`src/hdl/nls_pkg.sv`:
```
package nls_pkg;

  localparam int TERM_LIMIT_DEFAULT    = 64;
  localparam int FRACTION_BITS_DEFAULT = 30;

  localparam int X_W   = 32;
  localparam int TOL_W = 17;
  localparam int LOG_W = 21;

  localparam int Q16_ONE = 65536;
  localparam int LOG_SAT = 786432;

  localparam logic [TOL_W-1:0] TOL_RESET = 17'd66;

  typedef enum logic [3:0] {
    ST_IDLE,
    ST_ZDIV,
    ST_ZSQ,
    ST_TDIV,
    ST_TACC,
    ST_TCMP,
    ST_PMUL,
    ST_ROUND,
    ST_DONE
  } nls_state_t;

  typedef struct packed {
    logic signed [LOG_W-1:0] log_value;
    logic                    domain_error;
    logic                    term_limit_hit;
  } nls_result_t;

  typedef struct packed {
    logic busy;
    logic done;
  } nls_status_t;

endpackage

```
`src/hdl/nls_addsub.sv`:
```
module nls_addsub import nls_pkg::*; #(
  parameter int WIDTH = 35
) (
  input  logic [WIDTH-1:0] a,
  input  logic [WIDTH-1:0] b,
  input  logic             sub,
  output logic [WIDTH-1:0] sum,
  output logic             carry
);

  logic [WIDTH:0] full;

  // carry out set on subtract means no borrow, a >= b
  assign full  = {1'b0, a} + {1'b0, b ^ {WIDTH{sub}}} + {{WIDTH{1'b0}}, sub};
  assign sum   = full[WIDTH-1:0];
  assign carry = full[WIDTH];

endmodule

```
`src/hdl/nls_core.sv`:
```
module nls_core import nls_pkg::*; #(
  parameter int TERM_LIMIT    = TERM_LIMIT_DEFAULT,
  parameter int FRACTION_BITS = FRACTION_BITS_DEFAULT
) (
  input  logic              clk,
  input  logic              rst,
  input  logic              start,
  input  logic [X_W-1:0]    x_value,
  input  logic [TOL_W-1:0]  tolerance,
  input  logic              take,
  output nls_status_t       status,
  output nls_result_t       result
);

  localparam int F   = FRACTION_BITS;
  localparam int UW  = (F + 4 > 35) ? F + 4 : 35;
  localparam int SW  = F + 3;
  localparam int CW  = $clog2(TERM_LIMIT + 1);
  localparam int NW  = $clog2(2 * TERM_LIMIT);
  localparam int STW = $clog2(F);
  localparam logic [UW-1:0] RND = (UW'(1) << (F - 16)) >> 1;

  nls_state_t state, state_next;

  logic [UW-1:0]  acc;
  logic [F-1:0]   shreg;
  logic [STW-1:0] cnt;
  logic [32:0]    den;
  logic [F-1:0]   power;
  logic [F-1:0]   z2;
  logic [F-1:0]   term;
  logic [SW-1:0]  sum;
  logic [NW-1:0]  n;
  logic [CW-1:0]  count;
  logic           neg;
  logic           cut;
  nls_result_t    res;

  logic [UW-1:0]  op_a;
  logic [UW-1:0]  op_b;
  logic           op_sub;
  logic [UW-1:0]  add_sum;
  logic           add_carry;

  logic           last_step;
  logic           limit_reached;
  logic [UW-1:0]  div_shift;
  logic [F-1:0]   qbit_shift;
  logic [UW-1:0]  mag_full;
  logic [LOG_W-1:0] mag;
  logic [32:0]    num;

  nls_addsub #(.WIDTH(UW)) u_addsub (
    .a     (op_a),
    .b     (op_b),
    .sub   (op_sub),
    .sum   (add_sum),
    .carry (add_carry)
  );

  assign last_step     = (cnt == STW'(F - 1));
  assign limit_reached = (count >= CW'(TERM_LIMIT));
  assign div_shift     = {acc[UW-2:0], shreg[F-1]};
  assign qbit_shift    = {shreg[F-2:0], add_carry};
  assign num = (x_value < X_W'(Q16_ONE)) ? 33'(Q16_ONE) - 33'(x_value)
                                         : 33'(x_value) - 33'(Q16_ONE);

  assign mag_full = UW'(add_sum >> (F - 16));
  assign mag      = (mag_full > UW'(LOG_SAT)) ? LOG_W'(LOG_SAT) : mag_full[LOG_W-1:0];

  // operand select for the shared adder
  always_comb begin
    op_a   = '0;
    op_b   = '0;
    op_sub = 1'b0;
    unique case (state)
      ST_ZDIV: begin
        op_a   = {acc[UW-2:0], 1'b0};
        op_b   = UW'(den);
        op_sub = 1'b1;
      end
      ST_ZSQ, ST_PMUL: begin
        op_a = acc;
        op_b = shreg[0] ? UW'(power) : '0;
      end
      ST_TDIV: begin
        op_a   = div_shift;
        op_b   = UW'(n);
        op_sub = 1'b1;
      end
      ST_TACC: begin
        op_a = UW'(sum);
        op_b = UW'(term);
      end
      ST_TCMP: begin
        op_a   = UW'(tolerance) << (F - 16);
        op_b   = UW'(term);
        op_sub = 1'b1;
      end
      ST_ROUND: begin
        op_a = UW'(sum) << 1;
        op_b = RND;
      end
      default: begin
        op_a   = '0;
        op_b   = '0;
        op_sub = 1'b0;
      end
    endcase
  end

  always_ff @(posedge clk) begin
    if (rst) begin
      state <= ST_IDLE;
    end else begin
      state <= state_next;
    end
  end

  always_comb begin
    state_next  = state;
    status.busy = (state != ST_IDLE);
    status.done = (state == ST_DONE);
    unique case (state)
      ST_IDLE:  if (start) state_next = (x_value == '0) ? ST_DONE : ST_ZDIV;
      ST_ZDIV:  if (last_step) state_next = ST_ZSQ;
      ST_ZSQ:   if (last_step) state_next = ST_TDIV;
      ST_TDIV:  if (last_step) state_next = ST_TACC;
      ST_TACC:  state_next = ST_TCMP;
      ST_TCMP:  state_next = (add_carry || limit_reached) ? ST_ROUND : ST_PMUL;
      ST_PMUL:  if (last_step) state_next = ST_TDIV;
      ST_ROUND: state_next = ST_DONE;
      ST_DONE:  if (take) state_next = ST_IDLE;
      default:  state_next = ST_IDLE;
    endcase
  end

  always_ff @(posedge clk) begin
    if (rst) begin
      cnt <= '0;
    end else if (state == ST_ZDIV || state == ST_ZSQ || state == ST_TDIV ||
                 state == ST_PMUL) begin
      cnt <= last_step ? '0 : cnt + STW'(1);
    end else begin
      cnt <= '0;
    end
  end

  always_ff @(posedge clk) begin
    unique case (state)
      ST_IDLE: begin
        if (start) begin
          neg   <= (x_value < X_W'(Q16_ONE));
          acc   <= UW'(num);
          den   <= 33'(x_value) + 33'(Q16_ONE);
          shreg <= '0;
          sum   <= '0;
          n     <= NW'(1);
          count <= CW'(1);
          cut   <= 1'b0;
          res.log_value      <= '0;
          res.domain_error   <= 1'b1;
          res.term_limit_hit <= 1'b0;
        end
      end
      ST_ZDIV: begin
        shreg <= qbit_shift;
        if (last_step) begin
          // z magnitude becomes the first power and the squaring multiplier
          power <= qbit_shift;
          acc   <= '0;
        end else begin
          acc   <= add_carry ? add_sum : {acc[UW-2:0], 1'b0};
        end
      end
      ST_ZSQ: begin
        if (last_step) begin
          z2    <= F'(add_sum >> 1);
          acc   <= '0;
          shreg <= power;
        end else begin
          acc   <= UW'(add_sum >> 1);
          shreg <= shreg >> 1;
        end
      end
      ST_TDIV: begin
        acc   <= add_carry ? add_sum : div_shift;
        shreg <= qbit_shift;
        if (last_step) term <= qbit_shift;
      end
      ST_TACC: begin
        sum <= add_sum[SW-1:0];
      end
      ST_TCMP: begin
        if (!add_carry) begin
          if (limit_reached) begin
            cut <= 1'b1;
          end else begin
            acc   <= '0;
            shreg <= z2;
            n     <= n + NW'(2);
            count <= count + CW'(1);
          end
        end
      end
      ST_PMUL: begin
        if (last_step) begin
          power <= F'(add_sum >> 1);
          acc   <= '0;
          shreg <= F'(add_sum >> 1);
        end else begin
          acc   <= UW'(add_sum >> 1);
          shreg <= shreg >> 1;
        end
      end
      ST_ROUND: begin
        res.log_value      <= neg ? $signed(~mag + LOG_W'(1)) : $signed(mag);
        res.domain_error   <= 1'b0;
        res.term_limit_hit <= cut;
      end
      ST_DONE: begin
      end
      default: begin
      end
    endcase
  end

  assign result = res;

endmodule

```
`src/hdl/natural_log_series.sv`:
```
// channel  | handshake          | payload
// ---------+--------------------+--------------------------------------------
// input    | in_valid/in_stall  | x_value (unsigned Q16.16)
// output   | out_valid/out_stall| log_value (signed Q5.16), domain_error,
//          |                    | term_limit_hit
// config   | cfg_wr_en          | cfg_wr_data -> stop_tolerance
//
// one item at a time through a shared adder/subtractor stepped by the sequencer
// from the input transfer: the ratio divide and z squaring, then for each term a divide
// by n, a sum and a compare, with a multiply before each later term, then rounding and
// done before idle again; a zero argument goes straight to done and back to idle
// rst is synchronous: clears the sequencer and the output valid, tolerance back to 66
// in_stall is high from the input transfer until its result is loaded; a result waiting
// on out_stall holds the next finished item in the sequencer, which blocks accepting one
module natural_log_series import nls_pkg::*; #(
  parameter int TERM_LIMIT    = TERM_LIMIT_DEFAULT,
  parameter int FRACTION_BITS = FRACTION_BITS_DEFAULT
) (
  input  logic                    clk,
  input  logic                    rst,
  input  logic                    in_valid,
  output logic                    in_stall,
  input  logic [X_W-1:0]          x_value,
  output logic                    out_valid,
  input  logic                    out_stall,
  output logic signed [LOG_W-1:0] log_value,
  output logic                    domain_error,
  output logic                    term_limit_hit,
  input  logic                    cfg_wr_en,
  input  logic [TOL_W-1:0]        cfg_wr_data
);

  logic [TOL_W-1:0] stop_tolerance;
  nls_status_t      status;
  nls_result_t      result;
  logic             start;
  logic             load;

  assign in_stall = status.busy;
  assign start    = in_valid && !status.busy;
  assign load     = status.done && (!out_valid || !out_stall);

  nls_core #(
    .TERM_LIMIT    (TERM_LIMIT),
    .FRACTION_BITS (FRACTION_BITS)
  ) u_core (
    .clk       (clk),
    .rst       (rst),
    .start     (start),
    .x_value   (x_value),
    .tolerance (stop_tolerance),
    .take      (load),
    .status    (status),
    .result    (result)
  );

  always_ff @(posedge clk) begin
    if (rst) begin
      stop_tolerance <= TOL_RESET;
    end else if (cfg_wr_en) begin
      stop_tolerance <= cfg_wr_data;
    end
  end

  always_ff @(posedge clk) begin
    if (rst) begin
      out_valid <= 1'b0;
    end else if (load) begin
      out_valid <= 1'b1;
    end else if (!out_stall) begin
      out_valid <= 1'b0;
    end
  end

  always_ff @(posedge clk) begin
    if (load) begin
      log_value      <= result.log_value;
      domain_error   <= result.domain_error;
      term_limit_hit <= result.term_limit_hit;
    end
  end

endmodule

```
`config.mk`:
```
export PLATFORM = sky130hd
export DESIGN_NAME = natural_log_series
export DESIGN_NICKNAME = d
export VERILOG_FILES = /design/src/hdl/nls_pkg.sv /design/src/hdl/nls_addsub.sv /design/src/hdl/nls_core.sv /design/src/hdl/natural_log_series.sv
export SDC_FILE = /design/constraint.sdc
export NUM_CORES = 1
export LEC_CHECK = 0
export BUFFER_PORTS_ARGS = -buffer_cell sky130_fd_sc_hd__buf_2
export CAP_MARGIN = 20
export CORE_ASPECT_RATIO = 2
export CORE_MARGIN = 2
export CORE_UTILIZATION = 35
export CTS_BUF_LIST = sky130_fd_sc_hd__clkbuf_8
export DETAILED_ROUTE_END_ITERATION = 6
export SKIP_LAST_GASP = 1
export SYNTH_ARGS = -nofsm -noshare
export SYNTH_HDL_FRONTEND = slang
export SYNTH_SLANG_ARGS = --single-unit
```
`constraint.sdc`:
```
create_clock -name clk -period 6.5 [get_ports clk]
set_input_delay 0.65 -clock clk [delete_from_list [all_inputs] [get_ports clk]]
set_output_delay 0.65 -clock clk [all_outputs]
set_load 0.005 [all_outputs]
```
==> impl_metrics.tcl <==
set metrics [dict create \
    firstDrtPassIters 6 \
    die_area_um2 52700 \
    cp_data_arrival_time_ps 6530 \
    crit_slowest_cell "dfxtp_1" \
    drv_cap 0 \
    slew_violations 0 \
    cts_tree "built" \
    clock-root-buffer "clkbuf_8" \
    synth_top_area_share_pct 47.7 \
    die_y_um 323 \
    antenna_found_initial 8 \
    cts.clk_slew.worst_paths_ps 70 \
    io_pins 79 \
    drive_gt1_share_pct 16.8 \
    grt.total_usage_pct 25.7 \
    synthArstFlopShare_pct 0 \
    synth_top_family_by_area "compound AO/OA/AOI/OAI gates" \
    holdPathEnd "stop_tolerance[6]" \
    overflow 0 \
    tightest_slew_ps 1260 \
    syn_nets 1800 \
    final_cell_count_no_fill 2510 \
    final.setup.tns_ps 0 \
    fin_crit_ps 6190 \
    cts.sinks 309 \
    cts_buffer_depth 3 \
    routed_wl_um 67600 \
    io_buffers 78 \
    utilization_pct 40.9 \
    holdPathStages 2 \
    rsz0062_at_grt "no" \
    p_leak_nw 7.44 \
    r2r-start "u_core.state[2]" \
    slew_headroom_pct 15.1 \
    nets 1921 \
    synthSimpleGateAreaFrac_pct 13.6 \
    synth_edf_count 282 \
    skew_ps 28.8 \
    die_w_um 163 \
    hold_path_class "in2reg" \
    worst-path-max-fanout 30 \
    drt_iter0_markers 1190 \
    hold_viol 0 \
    drc 0 \
    reg2reg_depth 25 \
    start_util_pct 35.5 \
    row_count 116 \
    yosys.cell_types.count 98 \
    synth_area_leaders "edfxtp_1 (48%), a22oi_1 (4.3%), xnor2_1 (3.7%), nor2_1 (3.5%), a21oi_1 (3.5%)" \
    grt_pass1_vias 15474 \
    synthAdderAreaFrac_pct 3.28 \
    layout_common_cells "edfxtp_1 (282), nor2_1 (165), nand2_1 (148)" \
    cts_setup_buffers 0 \
    vias 15057 \
    startpoint_type "flip-flop" \
    antenna_left 0 \
    endpoint_kind "flip-flop" \
    critPathBufInv 5 \
    cts_made_buffers 44 \
    netlist.top_cell.by_area "edfxtp_1" \
    vdd_ir_drop_max_mv 0.150 \
    syn_to_final_growth_pct 15.2 \
    synth_mux_area_share_pct 1.54 \
    fmax_mhz 162 \
    grt_start_max_net_pins 63 \
    dpl.hpwl_um 51000 \
    reg2reg_to "u_core.result[16]" \
    syn_area_um2 17800 \
    synth_compound_area_share_pct 21.1 \
    gp_congestion 1.00 \
    core_um2 50100 \
    r2r_setup_slack_ps 310 \
    max_stage_delay_ps 470 \
    synth_area_per_cell_um2 10.4 \
    clkLatencyLatePin_ps 630 \
    cts_max_level 2 \
    wire_per_inst_um 26.9 \
    crit_required_ps 6840 \
    synth_cells 1700 \
    period_share_pct 95.2 \
    mostFrequentLayoutCell "edfxtp_1" \
    hold_ws_ps 242 \
    dominantRegCellSynth "edfxtp_1" \
    synth-seq-cells 309 \
    synth.yosys.warnings 0 \
    vias_per_cell 6.00 \
    placedCellCount 2424 \
    ys_seq_area_share_pct 50.7 \
    criticalPathCategory "reg2reg" \
    grt_pass1_wl_um 98200 \
    setup_viol 0 \
    power_density_nw_per_um2 364 \
    synth_xor_area_share_pct 6.10 \
    path_delay_family "compound AO/OA/AOI/OAI gates" \
    status "finished clean" \
    worstHoldStart "cfg_wr_data[6]" \
]
[worst max-delay path by stage]
| stage | start | endpoint | slack [ps] | cells past startpoint |
|---|---|---|---|---|
| after floorplan | u_core.state[1] | u_core.acc[0] | 20 | 21 |
| after global placement | u_core.state[1] | u_core.result[16] | 310 | 23 |
| after detailed placement | u_core.state[1] | u_core.result[16] | 190 | 23 |
| after CTS | u_core.state[1] | u_core.result[16] | 160 | 23 |
| after global routing | u_core.state[2] | u_core.result[16] | 30 | 24 |
| final | u_core.state[2] | u_core.result[16] | 310 | 25 |
[logic make-up (layout without fill, tap and decap cells)]
logic type	Yosys count	after routing
AO/OA/AOI/OAI	529	529
AND/OR/NAND/NOR	506	506
flip-flops	309	309
buffers and inverters	165	322
XOR/XNOR	118	118
adder cells (fa/ha/maj)	46	46
multiplexers	27	27
other	0	4
[cell usage after synthesis, types with 4 or more instances]
library cell / count
or2_2: 4
o31ai_1: 4
a21oi_1: 125
nand2b_1: 9
nor4_1: 11
inv_2: 4
inv_1: 48
ha_1: 45
nor3_1: 27
xor2_1: 37
a211o_1: 4
and3_1: 10
edfxtp_1: 282
o211ai_1: 36
xnor2_1: 76
nand3_1: 49
clkbuf_1: 101
a22oi_1: 101
a31oi_1: 9
nand4_1: 25
dfxtp_1: 27
nand2_1: 149
o221ai_1: 26
a221o_1: 18
a211oi_1: 8
or3_1: 10
nor2b_1: 7
o21ai_0: 71
a221oi_1: 6
nor2_1: 167
o21ai_1: 4
mux2i_1: 25
and2_1: 7
o21bai_1: 6
a21o_1: 16
o21a_1: 5
a22o_1: 46
[sequential cells by signal, summed over array words and instances, names as in the netlist, 4 cells and up]
| register | cells |
|---|---|
| u_core.acc | 35 |
| u_core.den | 33 |
| u_core.sum | 33 |
| u_core.power | 30 |
| u_core.shreg | 30 |
| u_core.term | 30 |
| u_core.z2 | 30 |
| u_core.result | 23 |
| log_value | 21 |
| stop_tolerance | 17 |
| u_core.count | 7 |
| u_core.n | 6 |
| u_core.cnt | 5 |
| u_core.state | 4 |
[power breakdown]
part / switching, W / internal, W
logic: 0.00210 / 0.00101
clock network: 0.000830 / 0.000816
registers: 0.000206 / 0.00248
total: 0.00314 / 0.00430
[layout make-up]
type                       count  area [um2]
inverter                      54         204
tap                          649         812
clock inverter                37         277
sequential                   309        9010
timing repair buffer         186        1300
clock buffer                  45         619
multi-input combinational   1226        8220
antenna                        4        10.0
fill                        4878       29600
[worst reg2reg max path, delay by kind of cell, from the launching register on]
kind / cells / cell delay, ps
adder cells (fa/ha/maj): 2 / 610
buffers and inverters: 5 / 840
multiplexers: 1 / 280
XOR/XNOR: 2 / 710
flip-flops: 1 / 470
AO/OA/AOI/OAI: 9 / 2010
AND/OR/NAND/NOR: 6 / 1020
[through the flow]
stage	instance area, um2	setup slack [ps]	total power [W]
detailed placement	19500	192	0.00575
global route	20500	31.5	0.00771
finish	20500	310	0.00744
CTS	20400	162	0.00739
floorplan	17800	24.3	0.00434
global placement	19500	307	0.00573
[per-layer routing]
metal  track usage [%]  vias up  wire [um]
li1                  -     6716          -
met1              23.1     7285      20600
met2              47.2      746      35400
met3              4.14      304       3700
met4              25.3        6       7850
met5                 0        -         40
[what timing repair did]
item | in CTS | in global routing
gates resized for setup | 0 | 7
endpoints found under the setup margin | 0 | 4
hold buffers | 0 | 0
Note: power is estimated with default switching activity, not from simulation.
